`src/rtl/wsv_pkg.sv`:
```
// ----------------------------------------------------------------------------
// wsv_pkg
// Shared constants, register codes and the configuration struct of the
// wheel speed voter.
// ----------------------------------------------------------------------------
`default_nettype none

package wsv_pkg;

  // Default width of one wheel speed sample.
  localparam int unsigned SPEED_BITS_DEF = 16;

  localparam int unsigned NUM_WHEELS  = 4;
  localparam int unsigned LIMIT_BITS  = 16;
  localparam int unsigned COUNT_BITS  = 3;
  localparam int unsigned APB_DATA_W  = 32;
  localparam int unsigned APB_ADDR_W  = 3;

  localparam logic [LIMIT_BITS-1:0] AGREE_LIMIT_RST   = 16'd30;
  localparam logic [COUNT_BITS-1:0] WHEELS_IN_USE_RST = 3'd4;
  localparam logic [COUNT_BITS-1:0] MAX_WHEELS        = 3'd4;

  // Exact division by three of a residue below 2**RES_BITS: multiply by
  // ceil(2**DIV3_SHIFT / 3) and shift.
  localparam int unsigned RES_BITS   = LIMIT_BITS + 2;
  localparam int unsigned DIV3_SHIFT = RES_BITS + 1;
  localparam logic [RES_BITS-1:0] DIV3_MUL = RES_BITS'(((2 ** DIV3_SHIFT) + 2) / 3);

  // Register index, taken from paddr[2].
  typedef enum logic [0:0] {
    REG_AGREE_LIMIT   = 1'b0,
    REG_WHEELS_IN_USE = 1'b1
  } wsv_reg_e;

  typedef struct packed {
    logic [LIMIT_BITS-1:0] agree_limit;
    logic [COUNT_BITS-1:0] wheels_in_use;
  } wsv_cfg_t;

endpackage

`default_nettype wire

```
`src/rtl/wsv_apb_regs.sv`:
```
// ----------------------------------------------------------------------------
// wsv_apb_regs
// APB register file holding the agreement limit and the wheel count.
// ----------------------------------------------------------------------------
`default_nettype none

module wsv_apb_regs (
  input  wire logic                               clk_i,
  input  wire logic                               rst_ni,
  input  wire logic                               psel,
  input  wire logic                               penable,
  input  wire logic                               pwrite,
  input  wire logic [wsv_pkg::APB_ADDR_W-1:0]     paddr,
  input  wire logic [wsv_pkg::APB_DATA_W-1:0]     pwdata,
  output logic      [wsv_pkg::APB_DATA_W-1:0]     prdata,
  output logic                                    pready,
  output wsv_pkg::wsv_cfg_t                       cfg_o
);

  wsv_pkg::wsv_cfg_t cfg_q;
  wsv_pkg::wsv_cfg_t cfg_d;
  wsv_pkg::wsv_reg_e reg_sel;

  assign reg_sel = wsv_pkg::wsv_reg_e'(paddr[2]);
  assign pready  = 1'b1;

  always_comb begin
    cfg_d = cfg_q;
    if (psel && penable && pwrite) begin
      unique case (reg_sel)
        wsv_pkg::REG_AGREE_LIMIT: begin
          cfg_d.agree_limit = pwdata[wsv_pkg::LIMIT_BITS-1:0];
        end
        wsv_pkg::REG_WHEELS_IN_USE: begin
          cfg_d.wheels_in_use = pwdata[wsv_pkg::COUNT_BITS-1:0];
        end
        default: begin
          cfg_d = cfg_q;
        end
      endcase
    end
  end

  always_comb begin
    unique case (reg_sel)
      wsv_pkg::REG_AGREE_LIMIT:   prdata = wsv_pkg::APB_DATA_W'(cfg_q.agree_limit);
      wsv_pkg::REG_WHEELS_IN_USE: prdata = wsv_pkg::APB_DATA_W'(cfg_q.wheels_in_use);
      default:                    prdata = '0;
    endcase
  end

  always_ff @(posedge clk_i or negedge rst_ni) begin
    if (!rst_ni) begin
      cfg_q.agree_limit   <= wsv_pkg::AGREE_LIMIT_RST;
      cfg_q.wheels_in_use <= wsv_pkg::WHEELS_IN_USE_RST;
    end else begin
      cfg_q <= cfg_d;
    end
  end

  assign cfg_o = cfg_q;

endmodule

`default_nettype wire

```
`config.mk`:
```
export PLATFORM = sky130hd
export DESIGN_NAME = wsv_apb_regs
export DESIGN_NICKNAME = d
export VERILOG_FILES = /design/src/rtl/wsv_pkg.sv /design/src/rtl/wsv_apb_regs.sv
export SDC_FILE = /design/constraint.sdc
export NUM_CORES = 1
export LEC_CHECK = 0
export BUFFER_PORTS_ARGS = -buffer_cell sky130_fd_sc_hd__clkbuf_2
export CORE_ASPECT_RATIO = 1.5
export CORE_MARGIN = 2
export CORE_UTILIZATION = 37
export DETAILED_ROUTE_END_ITERATION = 16
export GPL_TIMING_DRIVEN = 0
export PLACE_DENSITY = 0.86
export REMOVE_ABC_BUFFERS = 1
export SYNTH_ARGS = -nofsm -noshare
export SYNTH_HDL_FRONTEND = slang
export SYNTH_SLANG_ARGS = --single-unit
```
`constraint.sdc`:
```
create_clock -name clk_i -period 1 [get_ports clk_i]
set_input_delay 0.1 -clock clk_i [delete_from_list [all_inputs] [get_ports clk_i]]
set_output_delay 0.1 -clock clk_i [all_outputs]
set_load 0.005 [all_outputs]
```
==> results of run 1 <==
-- repair_timing --
action                                  in CTS  in global routing
hold buffers                                 1                  0
gates cloned                                 0                  0
endpoints found under the setup margin      37                 23
hold endpoints to repair                    14                  0
pin swaps                                    0                  0
gates resized for setup                      4                 14
buffers inserted                            12                  8
-- where the power goes --
part / total, mW / internal (mW) / switching, mW
registers: 1.09 / 0.972 / 0.119
logic: 1.13 / 0.760 / 0.367
clock network: 0.547 / 0.281 / 0.266
total: 2.76 / 2.01 / 0.752
-- path summary, 6_finish.rpt --
path / depth (start not counted) / to / slack, ps / from
worst max register to register: 4 / cfg_o[5] / -10 / cfg_o[5]
worst min register to register: 1 / cfg_o[13] / 530 / cfg_o[13]
worst max-delay path: 2 / prdata[1] / -170 / cfg_o[4]
max in group asynchronous: 2 / cfg_o[7] / 320 / rst_ni
worst min-delay path: 2 / cfg_o[14] / 70 / pwdata[11]
min in group asynchronous: 2 / cfg_o[1] / 330 / rst_ni
-- kinds of logic (layout without fill, tap and decap cells) --
kind of cell           count (synthesis)  after routing  share of synthesized area [%]
and+or+nand+nor                       15             15                          10.71
other                                  2             17                         0.7223
DFF                                   19             19                          46.33
buffers and inverters                 20             81                          14.80
muxes                                 22             22                          27.44
-- worst max-delay path: cells and delay by family (launching register included) --
kind                   cells  cell delay [ps]
flip-flops                 1              560
multiplexers               1              150
buffers and inverters      1              110
-- layer usage --
metal | GRT usage (%) | part of all wire [%] | up-vias
met1 | 15.50 | 35 | 390
met5 | 0 | 0 | -
met3 | 2.083 | 6.0 | 6
met2 | 27.53 | 57 | 43
met4 | 9.375 | 2.5 | 0
li1 | - | - | 374
-- layout by cell type, fill, tap and decap left out --
| master | count |
|---|---|
| mux2_2 | 11 |
| conb_1 | 17 |
| buf_6 | 13 |
| clkbuf_2 | 49 |
| clkbuf_8 | 3 |
| buf_4 | 11 |
| dlygate4sd3_1 | 1 |
| dfstp_2 | 5 |
| clkbuf_4 | 1 |
| nand4_1 | 1 |
| buf_2 | 1 |
| dfrtp_1 | 14 |
| nor2b_4 | 1 |
| nand4b_4 | 1 |
| buf_12 | 1 |
| clkinvlp_4 | 1 |
| mux2_4 | 11 |
| nor2b_1 | 12 |
-- final cells by class --
class,instances,area share [%]
Clock buffer,3,2.638
Clock inverter,1,0.4796
Multi-Input combinational cell,54,30.14
Sequential cell,19,30.78
Tap cell,37,2.958
Timing Repair Buffer,77,33.01
-- per-stage QoR --
step	hold slack, ps	setup WS [ps]	instances	utilization (%)
6_report	66.11	-174.2	191	58.49
5_1_grt	68.73	-200.3	191	58.49
4_1_cts	62.66	-148.9	183	53.95
3_5_place_dp	74.31	-411.4	166	47.41
3_3_place_gp	64.40	-389.8	166	47.41
2_1_floorplan	-195.6	70.27	73	-
==> results.py, run 1 <==
metrics = {
    "logic_synthesis": {
        "post-synth-top-count-cell": "buf_4",
        "synth_largest_area_cell": "dfrtp_1",
        "synth_area_per_cell_um2": 13.33,
        "ys_ff_latch": 19,
        "synthCells": 78,
        "synth-seq-area-share_pct": 46.33,
        "syn_area_um2": 1040,
        "netlist_top_cells_count": "17 x buf_4, 14 x dfrtp_1, 13 x nor2b_1, 12 x mux2_2, 10 x mux2_4",
        "ys_top_cells_by_area": "dfrtp_1 34%, mux2_4 14%, mux2_2 13%",
        "synth_edf_count": 0,
        "synth_top_area_share_pct": 33.69,
        "synth_cell_types": 11,
        "yosysWarnings": 0,
        "synth_top_flop_cell": "dfrtp_1",
        "async_reset_ff_share_pct": 100.0,
    },
    "critical_path": {
        "critPathLaunchType": "register",
        "cp-end-kind": "output port",
        "cp_data_arrival_time_ps": 1070,
        "critPathMaxStageDelay_ps": 560,
        "crit_path_max_fanout": 2,
        "slowest_stage": "dfstp_2",
        "cp_cell_sequence": "mux2_2 -> clkbuf_2",
        "critPathRequiredTime_ps": 900,
        "crit_type": "register to output port",
    },
    "finish": {
        "drive_gt1_share_pct": 70.78,
        "syn2layout_area_growth_pct": 50.54,
        "ff_latch_area_um2": 481.7,
        "final_area_um2": 1565,
        "layout.nets": 195,
        "filler_cell_count": 222,
        "largest_reg_flops": 19,
        "multiInputGateArea_um2": 471.7,
        "diodes": 0,
    },
    "placed_design": {
        "dpl-instance-area_um2": 1269,
        "hpwl_um": 1666,
        "place.port_buffers": 56,
        "gp_congestion": 0.6721,
    },
    "floorplanning": {
        "start_util_pct": 38.85,
        "dieArea_um2": 3259,
        "num_rows": 23,
        "chipHeight_um": 68.93,
        "core_area_um2": 2676,
        "ioPinCount": 92,
        "die_x_um": 47.29,
    },
    "detailed_routing": {
        "drt-total-wl_um": 2489,
        "drtAntennaViolNets": 0,
        "drc_errors": 0,
        "dr.pass1.iters": 2,
        "first_iter_violations": 5,
        "vias_per_cell": 4.257,
        "wl_per_cell_um": 13.03,
        "num_vias": 813,
    },
    "global_route": {
        "grt_max_degree": 20,
        "grt_remaining_overflow": 0,
        "grt_pass1_vias": 767,
        "grt_antenna_before_repair": 0,
        "grt_usage_pct": 15.20,
        "grt_pass1_wl_um": 3422,
    },
    "hold_path": {
        "hp-class": "primary input to register",
    },
    "cts": {
        "cts_made_buffers": 3,
        "tritoncts": "yes",
        "clk_pin_slew_ps": 80,
        "clock_tree.root_cell": "clkbuf_8",
        "cts_sinks": 19,
        "worstSkewPairLatency_ps": 260,
        "htreeDepth": 1,
        "clockBufferDepth": 2,
    },
    "status": {
        "failed_checks": "setup timing",
        "status": "finished with violations",
    },
    "sta": {
        "fin_crit_sh_pct": 117.4,
        "drv_slew": 0,
        "fin_crit_ps": 1174,
        "grt_setup_unrepaired": "yes",
        "fmax_ghz": 0.8516,
        "fin_ws_ps": -174.2,
        "hold_violations": 0,
        "setup_viol": 12,
        "final.setup_skew_ps": 0,
        "fin_setup_tns_ps": -1019,
    },
    "pwr": {
        "p_per_area_nw_per_um2": 1766,
        "p_leak_nw": 0.8626,
        "power_mw": 2.764,
        "ir_drop_mv": 1.040,
    },
    "flow_run": {
        "cap_violations": 0,
    },
}
No activity file was read; power rests on OpenSTA's default activity.
==> inputs of run 2 (changes only) <==
--- a/config.mk
+++ b/config.mk
@@ -5,6 +5,7 @@
 export SDC_FILE = /design/constraint.sdc
 export NUM_CORES = 1
 export LEC_CHECK = 0
+export ABC_AREA = 1
 export BUFFER_PORTS_ARGS = -buffer_cell sky130_fd_sc_hd__clkbuf_2
 export CORE_ASPECT_RATIO = 1.5
 export CORE_MARGIN = 2
@@ -13,6 +14,7 @@
 export GPL_TIMING_DRIVEN = 0
 export PLACE_DENSITY = 0.86
 export REMOVE_ABC_BUFFERS = 1
+export SKIP_CTS_REPAIR_TIMING = 1
 export SYNTH_ARGS = -nofsm -noshare
 export SYNTH_HDL_FRONTEND = slang
 export SYNTH_SLANG_ARGS = --single-unit
==> results.py, run 2 <==
metrics = {
    "pwr": {
        "p_seq_share_pct": 47.2,
        "pwr-share-clk_pct": 22.9,
        "ir_drop_mv": 1.168,
        "p_int_mw": 1.560,
        "netSwitchingFraction_pct": 30.54,
        "power_mw": 2.246,
        "power_frac_comb_pct": 29.9,
        "p_per_area_nw_per_um2": 1566,
        "p_leak_nw": 0.8697,
        "p_sw_mw": 0.6858,
    },
    "sta": {
        "fin_setup_tns_ps": -523.7,
        "fin_crit_sh_pct": 113.2,
        "fin_ws_ps": -131.5,
        "fmax_ghz": 0.8838,
        "grt_setup_unrepaired": "yes",
        "setup_viol": 8,
        "hold_violations": 0,
        "hold_slack_ps": 39.01,
        "final.setup_skew_ps": 0,
        "fin_crit_ps": 1132,
        "drv_slew": 0,
    },
    "cts": {
        "cts_made_buffers": 3,
        "worstSkewPairLatency_ps": 250,
        "cts_sinks": 19,
        "clock_tree.root_cell": "clkbuf_8",
        "clockBufferDepth": 2,
        "htreeDepth": 1,
        "tritoncts": "yes",
        "clk_pin_slew_ps": 70,
    },
    "logic_synthesis": {
        "syn_area_um2": 1062,
        "synth_largest_area_cell": "dfrtp_1",
        "synth_top_flop_cell": "dfrtp_1",
        "synth_top_area_share_pct": 32.98,
        "synth_area_per_cell_um2": 7.481,
        "synth_cell_types": 15,
        "post-synth-top-count-cell": "nand2_1",
        "yosysWarnings": 0,
        "netlist_top_cells_count": "48 x nand2_1, 19 x nand3_1, 17 x buf_4, 14 x dfrtp_1, 14 x inv_1",
        "async_reset_ff_share_pct": 100.0,
        "ys_ff_latch": 19,
        "synth_edf_count": 0,
        "synth-seq-area-share_pct": 45.35,
        "ys_top_cells_by_area": "dfrtp_1 33%, nand2_1 17%, dfstp_2 12%",
        "synthCells": 142,
    },
    "floorplanning": {
        "dieArea_um2": 3325,
        "chipHeight_um": 69.63,
        "num_rows": 23,
        "die_x_um": 47.75,
        "ioPinCount": 92,
        "core_area_um2": 2705,
        "start_util_pct": 39.27,
    },
    "critical_path": {
        "critPathRequiredTime_ps": 900,
        "critPathMaxStageDelay_ps": 550,
        "crit_path_max_fanout": 3,
        "crit_family": "flip-flops",
        "cp_data_arrival_time_ps": 1030,
        "worst-path-buf-inv": 2,
        "critPathLaunchType": "register",
        "crit_type": "register to output port",
        "cp_cell_sequence": "inv_2 -> nor2_2 -> buf_2",
        "cp-end-kind": "output port",
        "slowest_stage": "dfstp_2",
    },
    "flow_run": {
        "cap_violations": 0,
    },
    "placed_design": {
        "place.port_buffers": 56,
        "dp_cells": 227,
        "gp_congestion": 0.7043,
        "dpl-instance-area_um2": 1282,
        "hpwl_um": 1723,
    },
    "status": {
        "status": "finished with violations",
        "failed_checks": "setup timing",
    },
    "detailed_routing": {
        "num_vias": 1029,
        "first_iter_violations": 15,
        "drt-total-wl_um": 2496,
        "wl_per_cell_um": 10.36,
        "drtAntennaViolNets": 0,
        "drc_errors": 0,
        "vias_per_cell": 4.270,
        "dr.pass1.iters": 4,
    },
    "finish": {
        "final_common_cell": "nand2_1",
        "layout_common_cells": "48 x nand2_1, 43 x clkbuf_2, 19 x nand3_1",
        "syn2layout_area_growth_pct": 34.98,
        "drive_gt1_share_pct": 39.71,
        "largest_reg_flops": 19,
        "diodes": 0,
        "final_area_um2": 1434,
        "stdcell_count": 241,
        "layout.nets": 245,
    },
    "hold_path": {
        "hp-class": "primary input to register",
    },
    "global_route": {
        "grt_pass1_vias": 829,
        "grt_usage_pct": 14.43,
        "grt_remaining_overflow": 0,
        "grt_pass1_wl_um": 3588,
        "grt_antenna_before_repair": 0,
        "grt_max_degree": 22,
    },
}
## run 2: logic make-up (layout without fill, tap and decap cells)
logic type,Yosys count,in the layout,synth area share [%]
other cells,2,17,0.7070
simple gates,83,83,33.33
flops,19,19,45.35
buf+inv,38,85,20.61
## run 2: power groups by stage
stage	Sequential, mW	Clock [mW]	Combinational (mW)
after floorplan	1.07	0	0.237
after global placement	1.07	0	0.558
after detailed placement	1.07	0	0.579
after CTS	1.06	0.521	0.579
after global routing	1.08	0.573	0.763
final	1.06	0.513	0.672
## run 2: cell type report
class                   count  area (µm²)
well taps                  37       46.29
fillers                   281        1271
flip-flops and latches     19       481.7
multi-input cells         100       429.2
inverters                  15       60.06
repair inverters            1       7.507
clock buffers               3       41.29
clock inverters             1       5.005
repair buffers             65       362.8
## run 2: final timing paths
kind	from	endpoint	slack [ps]	cells past startpoint
max in group asynchronous	rst_ni	cfg_o[7]	300	2
worst min register to register	cfg_o[2]	cfg_o[2]	470	2
worst max register to register	cfg_o[17]	cfg_o[17]	250	3
min in group asynchronous	rst_ni	cfg_o[18]	360	2
worst min-delay path	pwdata[3]	cfg_o[6]	40	3
worst max-delay path	cfg_o[6]	prdata[3]	-130	3
## run 2: metal layers
layer	vias to the layer above	wire [µm]	GRT usage (%)
met5	-	0	0
met4	0	16	5.405
met3	2	115	2.083
met2	35	1424	26.07
met1	469	941	15.45
li1	523	-	-
## run 2: stage by stage
stage | utilization, % | setup slack [ps]
final | 53.01 | -131.5
after global routing | 53.01 | -193.4
after CTS | 49.12 | -695.7
after detailed placement | 47.41 | -959.2
after global placement | 47.41 | -882.1
after floorplan | - | -45.25
## run 2: worst register-to-register path, delay by kind of cell, from the launching register on
family                 cells  cell delay (ps)
DFF                        1              400
buffers and inverters      1              140
and+or+nand+nor            2              100
