==> config.mk <==
export PLATFORM = sky130hd
export DESIGN_NAME = wsv_sort4
export DESIGN_NICKNAME = d
export VERILOG_FILES = /design/src/rtl/wsv_pkg.sv /design/src/rtl/wsv_sort4.sv
export SDC_FILE = /design/constraint.sdc
export NUM_CORES = 1
export LEC_CHECK = 0
export CORE_ASPECT_RATIO = 1.1
export CORE_MARGIN = 5
export CORE_UTILIZATION = 35
export DETAILED_ROUTE_END_ITERATION = 12
export DONT_BUFFER_PORTS = 1
export GPL_ROUTABILITY_DRIVEN = 0
export MAX_ROUTING_LAYER = met4
export PLACE_DENSITY = 0.51
export SLEW_MARGIN = 10
export SYNTH_ARGS = -nofsm -noshare
export SYNTH_HDL_FRONTEND = slang
export SYNTH_SLANG_ARGS = --single-unit
==> constraint.sdc <==
create_clock -name vclk -period 17.2
set_input_delay 2.58 -clock vclk [all_inputs]
set_output_delay 2.58 -clock vclk [all_outputs]
set_load 0.02 [all_outputs]
==> src/rtl/wsv_pkg.sv <==
// ----------------------------------------------------------------------------
// wsv_pkg
// Shared constants, register codes and the configuration struct of the
// wheel speed voter.
// ----------------------------------------------------------------------------
`default_nettype none

package wsv_pkg;

  // Default width of one wheel speed sample.
  localparam int unsigned SPEED_BITS_DEF = 16;

  localparam int unsigned NUM_WHEELS  = 4;
  localparam int unsigned LIMIT_BITS  = 16;
  localparam int unsigned COUNT_BITS  = 3;
  localparam int unsigned APB_DATA_W  = 32;
  localparam int unsigned APB_ADDR_W  = 3;

  localparam logic [LIMIT_BITS-1:0] AGREE_LIMIT_RST   = 16'd30;
  localparam logic [COUNT_BITS-1:0] WHEELS_IN_USE_RST = 3'd4;
  localparam logic [COUNT_BITS-1:0] MAX_WHEELS        = 3'd4;

  // Exact division by three of a residue below 2**RES_BITS: multiply by
  // ceil(2**DIV3_SHIFT / 3) and shift.
  localparam int unsigned RES_BITS   = LIMIT_BITS + 2;
  localparam int unsigned DIV3_SHIFT = RES_BITS + 1;
  localparam logic [RES_BITS-1:0] DIV3_MUL = RES_BITS'(((2 ** DIV3_SHIFT) + 2) / 3);

  // Register index, taken from paddr[2].
  typedef enum logic [0:0] {
    REG_AGREE_LIMIT   = 1'b0,
    REG_WHEELS_IN_USE = 1'b1
  } wsv_reg_e;

  typedef struct packed {
    logic [LIMIT_BITS-1:0] agree_limit;
    logic [COUNT_BITS-1:0] wheels_in_use;
  } wsv_cfg_t;

endpackage

`default_nettype wire

==> src/rtl/wsv_sort4.sv <==
// ----------------------------------------------------------------------------
// wsv_sort4
// Five-exchange sorting network over four samples. Samples that do not take
// part sort above all others, so the n voting samples end up ascending in
// the lowest n places.
// ----------------------------------------------------------------------------
`default_nettype none

module wsv_sort4 #(
  parameter int unsigned SPEED_BITS = wsv_pkg::SPEED_BITS_DEF
) (
  input  wire logic signed [SPEED_BITS-1:0]          speed_i [wsv_pkg::NUM_WHEELS],
  input  wire logic        [wsv_pkg::NUM_WHEELS-1:0] fresh_i,
  input  wire logic        [wsv_pkg::COUNT_BITS-1:0] wheels_in_use_i,
  output logic signed      [SPEED_BITS-1:0]          sorted_o [wsv_pkg::NUM_WHEELS],
  output logic             [wsv_pkg::COUNT_BITS-1:0] count_o
);

  logic [wsv_pkg::COUNT_BITS-1:0] used;
  logic [wsv_pkg::NUM_WHEELS-1:0] take;

  logic signed [SPEED_BITS-1:0] v0 [wsv_pkg::NUM_WHEELS];
  logic signed [SPEED_BITS-1:0] v1 [wsv_pkg::NUM_WHEELS];
  logic signed [SPEED_BITS-1:0] v2 [wsv_pkg::NUM_WHEELS];
  logic [wsv_pkg::NUM_WHEELS-1:0] x0, x1, x2;
  logic sw01, sw23, sw02, sw13, sw12;

  // True when key a (out flag, value) sorts after key b.
  function automatic logic key_gt(input logic xa, input logic signed [SPEED_BITS-1:0] a,
                                  input logic xb, input logic signed [SPEED_BITS-1:0] b);
    key_gt = (xa & ~xb) | ((xa == xb) & (a > b));
  endfunction

  assign used = (wheels_in_use_i > wsv_pkg::MAX_WHEELS) ? wsv_pkg::MAX_WHEELS
                                                         : wheels_in_use_i;

  always_comb begin
    for (int i = 0; i < wsv_pkg::NUM_WHEELS; i++) begin
      take[i] = fresh_i[i] && (wsv_pkg::COUNT_BITS'(i) < used);
    end
  end

  always_comb begin
    count_o = '0;
    for (int i = 0; i < wsv_pkg::NUM_WHEELS; i++) begin
      count_o = count_o + wsv_pkg::COUNT_BITS'(take[i]);
    end
  end

  // First layer: (0,1) and (2,3).
  assign x0   = ~take;
  assign sw01 = key_gt(x0[0], speed_i[0], x0[1], speed_i[1]);
  assign sw23 = key_gt(x0[2], speed_i[2], x0[3], speed_i[3]);
  assign v0[0] = sw01 ? speed_i[1] : speed_i[0];
  assign v0[1] = sw01 ? speed_i[0] : speed_i[1];
  assign v0[2] = sw23 ? speed_i[3] : speed_i[2];
  assign v0[3] = sw23 ? speed_i[2] : speed_i[3];
  assign x1 = {sw23 ? x0[2] : x0[3], sw23 ? x0[3] : x0[2],
               sw01 ? x0[0] : x0[1], sw01 ? x0[1] : x0[0]};

  // Second layer: (0,2) and (1,3).
  assign sw02 = key_gt(x1[0], v0[0], x1[2], v0[2]);
  assign sw13 = key_gt(x1[1], v0[1], x1[3], v0[3]);
  assign v1[0] = sw02 ? v0[2] : v0[0];
  assign v1[2] = sw02 ? v0[0] : v0[2];
  assign v1[1] = sw13 ? v0[3] : v0[1];
  assign v1[3] = sw13 ? v0[1] : v0[3];
  assign x2 = {sw13 ? x1[1] : x1[3], sw02 ? x1[0] : x1[2],
               sw13 ? x1[3] : x1[1], sw02 ? x1[2] : x1[0]};

  // Third layer: (1,2).
  assign sw12 = key_gt(x2[1], v1[1], x2[2], v1[2]);
  assign v2[0] = v1[0];
  assign v2[1] = sw12 ? v1[2] : v1[1];
  assign v2[2] = sw12 ? v1[1] : v1[2];
  assign v2[3] = v1[3];

  assign sorted_o = v2;

endmodule

`default_nettype wire

==> out/results.env, run 1 <==
INITIAL_ANTENNA_VIOLATION_COUNT=0
DIE_WIDTH_UM=118.1
COUNT_OF_CELLS_RESIZED_BY_POST_CTS_REPAIR=0
FINALMAXSLEWVIOLATIONS=0
ROUTE.DETAILED.DRC=0
DIE_AREA_UM2=15210
SYNTH.DISTINCT_CELLS=53
GLOBALROUTETOTALUTIL_PCT=21.89
FINAL_LAYOUT_SIZE_SUFFIX_GT1_SHARE_PCT=4.305
DETAILED_PLACE.AREA_UM2=4667
REGISTER_AREA_UM2=0
DRT_FIRST_PASS_ITERS=9
INITIAL_UTILIZATION_PCT=35.71
CRIT_FANOUT=36
CP_LAUNCH_TYPE='input port'
NUMBER_OF_ANTENNA_REPAIR_DIODES=0
P_LEAK_uW=0.002538
FINAL_WORST_PATH_PERIOD_NEED_NS=14.03
CORE_AREA_UM2=12590
DIE-HEIGHT_UM=128.9
SETUP_VIOLATIONS=0
SYN-CELL-AREA_UM2=4496
VIAS_PER_CELL=6.219
GRT_PASS1_VIAS=4785
SEQ_AREA_FRAC_SYNTH_PCT=0
UTILIZATION_PCT=37.07
FINAL_CELL_AREA_UM2=4667
WORSTPATHREQUIRED_NS=14.62
CTSHOLDBUFFERS=0
PIN_COUNT=138
CLOCK.FMAX_MHz=71.27
FINALCRITPERIODSHARE_PCT=81.58
CLKBUF_COUNT=0
MAX-CAP-VIOLATIONS=0
SETUP.WORST_PATH.END_CLASS='output port'
POWER.DENSITY_nW_PER_UM2=169.9
STD_CELL_ROWS=43
CTS_SETUP_BUFFERS=0
MAX-VDD-IR-DROP_V=0.00009237
FINAL_NETS=765
TIMING.FINAL.HOLD_VIOLATIONS=0
POST_DRT_WL_PER_CELL_UM=22.29
SYNTHESIZED_INSTANCE_COUNT=619
WORST_PATH_CLASS_SETUP='in2out'
MAXSLEWHEADROOM_PCT=23.14
YOSYSWARNINGS=0
SYNTHESIZED_AREA_PER_CELL_UM2=7.263
GRT_PASS1_WL_UM=26420
WORST_EP_ARRIVAL_TIME_NS=11.45
GRT.OVERFLOW.TOTAL=0
FINAL.SETUP.TNS_NS=0
SETUP_REPAIR_AFTER_GLOBAL_ROUTING_MISSED_ITS_MARGIN='no'
DRT_WL_TOTAL_UM=16960
SYNTH.NET_COUNT=778
INITIALDRTVIOLATIONCOUNT=490
PLACEMENT.IO_BUFFERS=0
TIMING_WORST_SLEW_PIN_VALUE_NS=1.147
STATUS='completed'
DRT.ANTENNA.VIOLATING_NETS=0
MAXIMUM_NUMBER_OF_PINS_ON_ONE_NET_BEFORE_GLOBAL_ROUTE_REPAIR=37
DP.FINAL_HPWL_UM=14400
HOLD_PATH_CLASS='in2out'
FLOW.AREA_GROWTH_FROM_SYNTHESIS_PCT=3.813
VIA_COUNT=4733
DESIGN.SEQ.COUNT=0
-- cells in the final DEF, fill, tap and decap left out, drive strengths merged, types with 2 or more instances in the layout --
cell,synthesis,layout
o21a,3,3
o21bai,2,2
and2,2,2
and4,5,5
a22o,2,2
nor4,3,3
o211ai,7,7
nand2,93,93
mux2i,105,105
buf,22,11
inv,76,76
a222oi,32,32
nand4,17,17
a31oi,2,2
nand2b,3,3
mux2,2,2
a21o,12,12
nor2b,6,6
ha,87,87
a21oi,45,45
nor3,5,5
nand3,6,6
and3,4,4
o21ai,24,24
o221ai,3,3
o31ai,7,7
nor2,21,21
a211oi,2,2
a22oi,2,2
-- worst max-delay path: stages --
cell      delay, ns
inv_1          0.03
ha_1           0.31
nand4_1        0.13
or3_4          0.42
a211oi_2       0.23
nor3_1         0.11
o31ai_4        0.79
buf_4          0.52
nor2_1         0.08
a21oi_1        0.35
ha_1           0.36
and4_1         0.21
and2_1         0.18
a22o_1         0.22
o311a_1        0.34
nor3_2         0.83
buf_4          0.51
mux2i_1        0.25
ha_1           0.30
nand3_1        0.16
o21bai_1       0.16
a311oi_1       0.15
o32ai_1        0.53
nand4_1        0.22
mux2i_2        0.89
a222oi_1       0.29
nand2_1        0.28
-- logic make-up (layout without fill, tap and decap cells) --
group                    count (synthesis)  after routing  synth area share [%]
AND/OR/NAND/NOR                        169            169                 17.62
AO/OA/AOI/OAI                          153            153                 24.24
multiplexers                           107            107                 23.96
buffers and inverters                  102             87                 9.518
adder cells (fa/ha/maj)                 88             88                 24.66
-- layer usage --
metal  global-route usage (%)  vias up  part of all wire (%)
li1                         -     2301                     -
met1                    25.53     2163                    39
met2                    39.06      238                    49
met3                    3.604       31                   8.7
met4                    5.668        0                   2.5
met5                        -        -                     0
-- cell type report --
cell class / instances / area (um2)
fill: 1363 / 7923
tap: 157 / 196.4
inverter: 76 / 285.3
multi-input combinational: 517 / 4103
timing repair buffer: 11 / 82.58
-- path summary, 6_finish.rpt --
kind,start,endpoint,cells after the start
worst max-delay path,speed_i[15],sorted_o[47],27
worst min-delay path,speed_i[30],sorted_o[30],2
-- synth_stat cells (all sizes together) (2+ instances only) --
master	n	area (um2)
mux2i	105	1055
o21a	3	22.52
o21ai	24	120.1
mux2	2	22.52
o31ai	7	52.55
nor3	5	25.02
nand2	93	349.1
a21o	12	90.09
and2	2	12.51
nor2b	6	37.54
o211ai	7	52.55
nor2	21	78.83
clkbuf	4	15.01
a31oi	2	12.51
inv	76	285.3
a222oi	32	320.3
nand2b	3	18.77
o21bai	2	15.01
ha	87	1089
buf	22	127.6
o221ai	3	32.53
a211oi	2	20.02
and4	5	43.79
nand3	6	30.03
a22o	2	17.52
nand4	17	112.6
a22oi	2	15.01
nor4	3	25.02
a21oi	45	225.2
and3	4	25.02
-- power by group --
part / switching (uW) / internal (uW)
combinational: 552 / 241
sequential: 0 / 0
clock: 0 / 0
total: 552 / 241
-- metrics by stage --
step | instances | total power (uW) | hold WS, ns | worst slack [ns]
after global placement | 761 | 779.3 | 5.331 | 3.431
after CTS | 761 | 792.7 | 5.329 | 3.189
after floorplan | 619 | 623.0 | 5.321 | 5.822
final | 761 | 792.8 | 5.328 | 3.169
after global routing | 761 | 861.0 | 5.335 | 2.470
after detailed placement | 761 | 789.5 | 5.330 | 3.242
Note: power is estimated with default switching activity, not from simulation.
==> run 2: changes to the inputs <==
==> constraint.sdc (replaced) <==
create_clock -name vclk -period 14.5
set_input_delay 2.175 -clock vclk [all_inputs]
set_output_delay 2.175 -clock vclk [all_outputs]
set_load 0.02 [all_outputs]
==> run 2 against run 1 <==
Effect of this change:
- hold slack got worse by 0.81 ns
- via count up 0.95%
- critical path type unchanged
- non-clock buffer count up 2
- worst setup slack lost 1.2 ns
==> out/results.env, run 2 (synthesis gave the netlist of run 1 again) <==
STATUS='completed'
GLOBALROUTETOTALUTIL_PCT=21.89
FINAL_COMMON_CELL='mux2i_1'
WORST_PATH_CLASS_SETUP='in2out'
DIE_AREA_UM2=15210
FLOW.AREA_GROWTH_FROM_SYNTHESIS_PCT=4.425
STD_CELL_ROWS=43
FINAL_LAYOUT_SIZE_SUFFIX_GT1_SHARE_PCT=4.620
MAXIMUM_NUMBER_OF_PINS_ON_ONE_NET_BEFORE_GLOBAL_ROUTE_REPAIR=38
P_LEAK_uW=0.002552
FINALMAXSLEWVIOLATIONS=0
GRT_PASS1_VIAS=4753
DIE_WIDTH_UM=118.1
SETUP_VIOLATIONS=0
CORE_AREA_UM2=12590
CTS_SETUP_BUFFERS=0
PLACEMENT.IO_BUFFERS=0
CLOCK.FMAX_MHz=80.00
POWER.DENSITY_nW_PER_UM2=201.5
NFILLCELLS=1377
CLKBUF_COUNT=0
POST_DRT_WL_PER_CELL_UM=22.30
CTSHOLDBUFFERS=0
INITIALDRTVIOLATIONCOUNT=470
HOLD_PATH_CLASS='in2out'
ROUTE.DETAILED.DRC=0
PIN_COUNT=138
FINAL_WORST_PATH_PERIOD_NEED_NS=12.50
SETUP_REPAIR_AFTER_GLOBAL_ROUTING_MISSED_ITS_MARGIN='no'
CRIT_FANOUT=36
DRT_WL_TOTAL_UM=17020
WORST_HOLD_SLACK_NS=4.518
DETAILED_PLACE.AREA_UM2=4695
TOP_LIBRARY_CELLS_BY_USAGE_IN_THE_LAYOUT_FILL_AND_TAPS_ASIDE='mux2i_1, nand2_1, ha_1, inv_1, a21oi_1'
MAX-VDD-IR-DROP_V=0.0001962
DP.FINAL_HPWL_UM=14530
TIMING.FINAL.HOLD_VIOLATIONS=0
UTILIZATION_PCT=37.29
WORST_EP_ARRIVAL_TIME_NS=10.32
VIA_COUNT=4778
TIMING_WORST_SLEW_PIN_VALUE_NS=1.141
MAXSLEWHEADROOM_PCT=22.40
GRT_PASS1_WL_UM=26140
INITIAL_UTILIZATION_PCT=35.71
WORSTPATHREQUIRED_NS=12.32
SETUP.WORST_PATH.END_CLASS='output port'
FINALCRITPERIODSHARE_PCT=86.20
MAX-CAP-VIOLATIONS=0
CP_LAUNCH_TYPE='input port'
DRT_FIRST_PASS_ITERS=9
DRT.ANTENNA.VIOLATING_NETS=0
NUMBER_OF_ANTENNA_REPAIR_DIODES=0
VIAS_PER_CELL=6.262
FINAL_NETS=767
INITIAL_ANTENNA_VIOLATION_COUNT=0
FINAL.SETUP.TNS_NS=0
GRT.OVERFLOW.TOTAL=0
COUNT_OF_CELLS_RESIZED_BY_POST_CTS_REPAIR=0
DESIGN.SEQ.COUNT=0
DIE-HEIGHT_UM=128.9
REGISTER_AREA_UM2=0
FINAL_CELL_AREA_UM2=4695
[run 2: changes by cell type in the layout (fill, tap and decap cells not counted)]
cell | before | now
buf_4 | 11 | 12
buf_12 | 0 | 1
[run 2: final cells by class]
cell class	instances	area [um2]	share of cell area [%]
multi-input cells	517	4103	87.39
repair buffers	13	110.1	2.345
inverters	76	285.3	6.077
well taps	157	196.4	4.184
[run 2: path summary, 6_finish.rpt]
kind         from            to  slack [ns]  cells after the start
max   speed_i[47]  sorted_o[47]        2.00                     26
min   speed_i[23]  sorted_o[23]        4.52                      2
[run 2: through the flow]
step	total power (uW)	worst slack, ns	std cells
global placement	928.0	2.308	763
finish	945.8	2.001	763
floorplan	739.0	3.932	619
global route	1026	1.515	763
CTS	943.2	2.185	763
detailed placement	940.1	2.251	763
[run 2: worst max-delay path, stage by stage]
cell and delay, ns:
inv_1 0.02, ha_1 0.32, nand4_2 0.17, nor4_2 0.45, o21ai_1 0.19, a311o_1 0.39
o221ai_4 0.09, buf_4 0.54, mux2i_1 0.52, inv_1 0.09, ha_1 0.35, and4_1 0.27
nand4_1 0.21, o221a_2 0.36, and4_1 0.24, nor3_2 0.17, buf_4 0.39, mux2i_1 0.14
ha_1 0.35, nor4b_1 0.33, o221ai_1 0.23, o32ai_1 0.57, nand4_1 0.21, mux2i_2 0.93
a222oi_1 0.30, nand2_1 0.29
[run 2: layer usage]
metal | vias to the layer above | share of wire, % | global-route usage (%)
met2 | 272 | 48 | 38.13
met3 | 41 | 9.1 | 3.824
met1 | 2157 | 39 | 25.26
met4 | 0 | 3.9 | 7.895
met5 | - | 0 | -
li1 | 2308 | - | -
[run 2: power by group]
part | internal, uW | leakage [uW] | switching, uW | total [uW]
sequential | 0 | 0 | 0 | 0
combinational | 289 | 0.00255 | 656 | 946
clock | 0 | 0 | 0 | 0
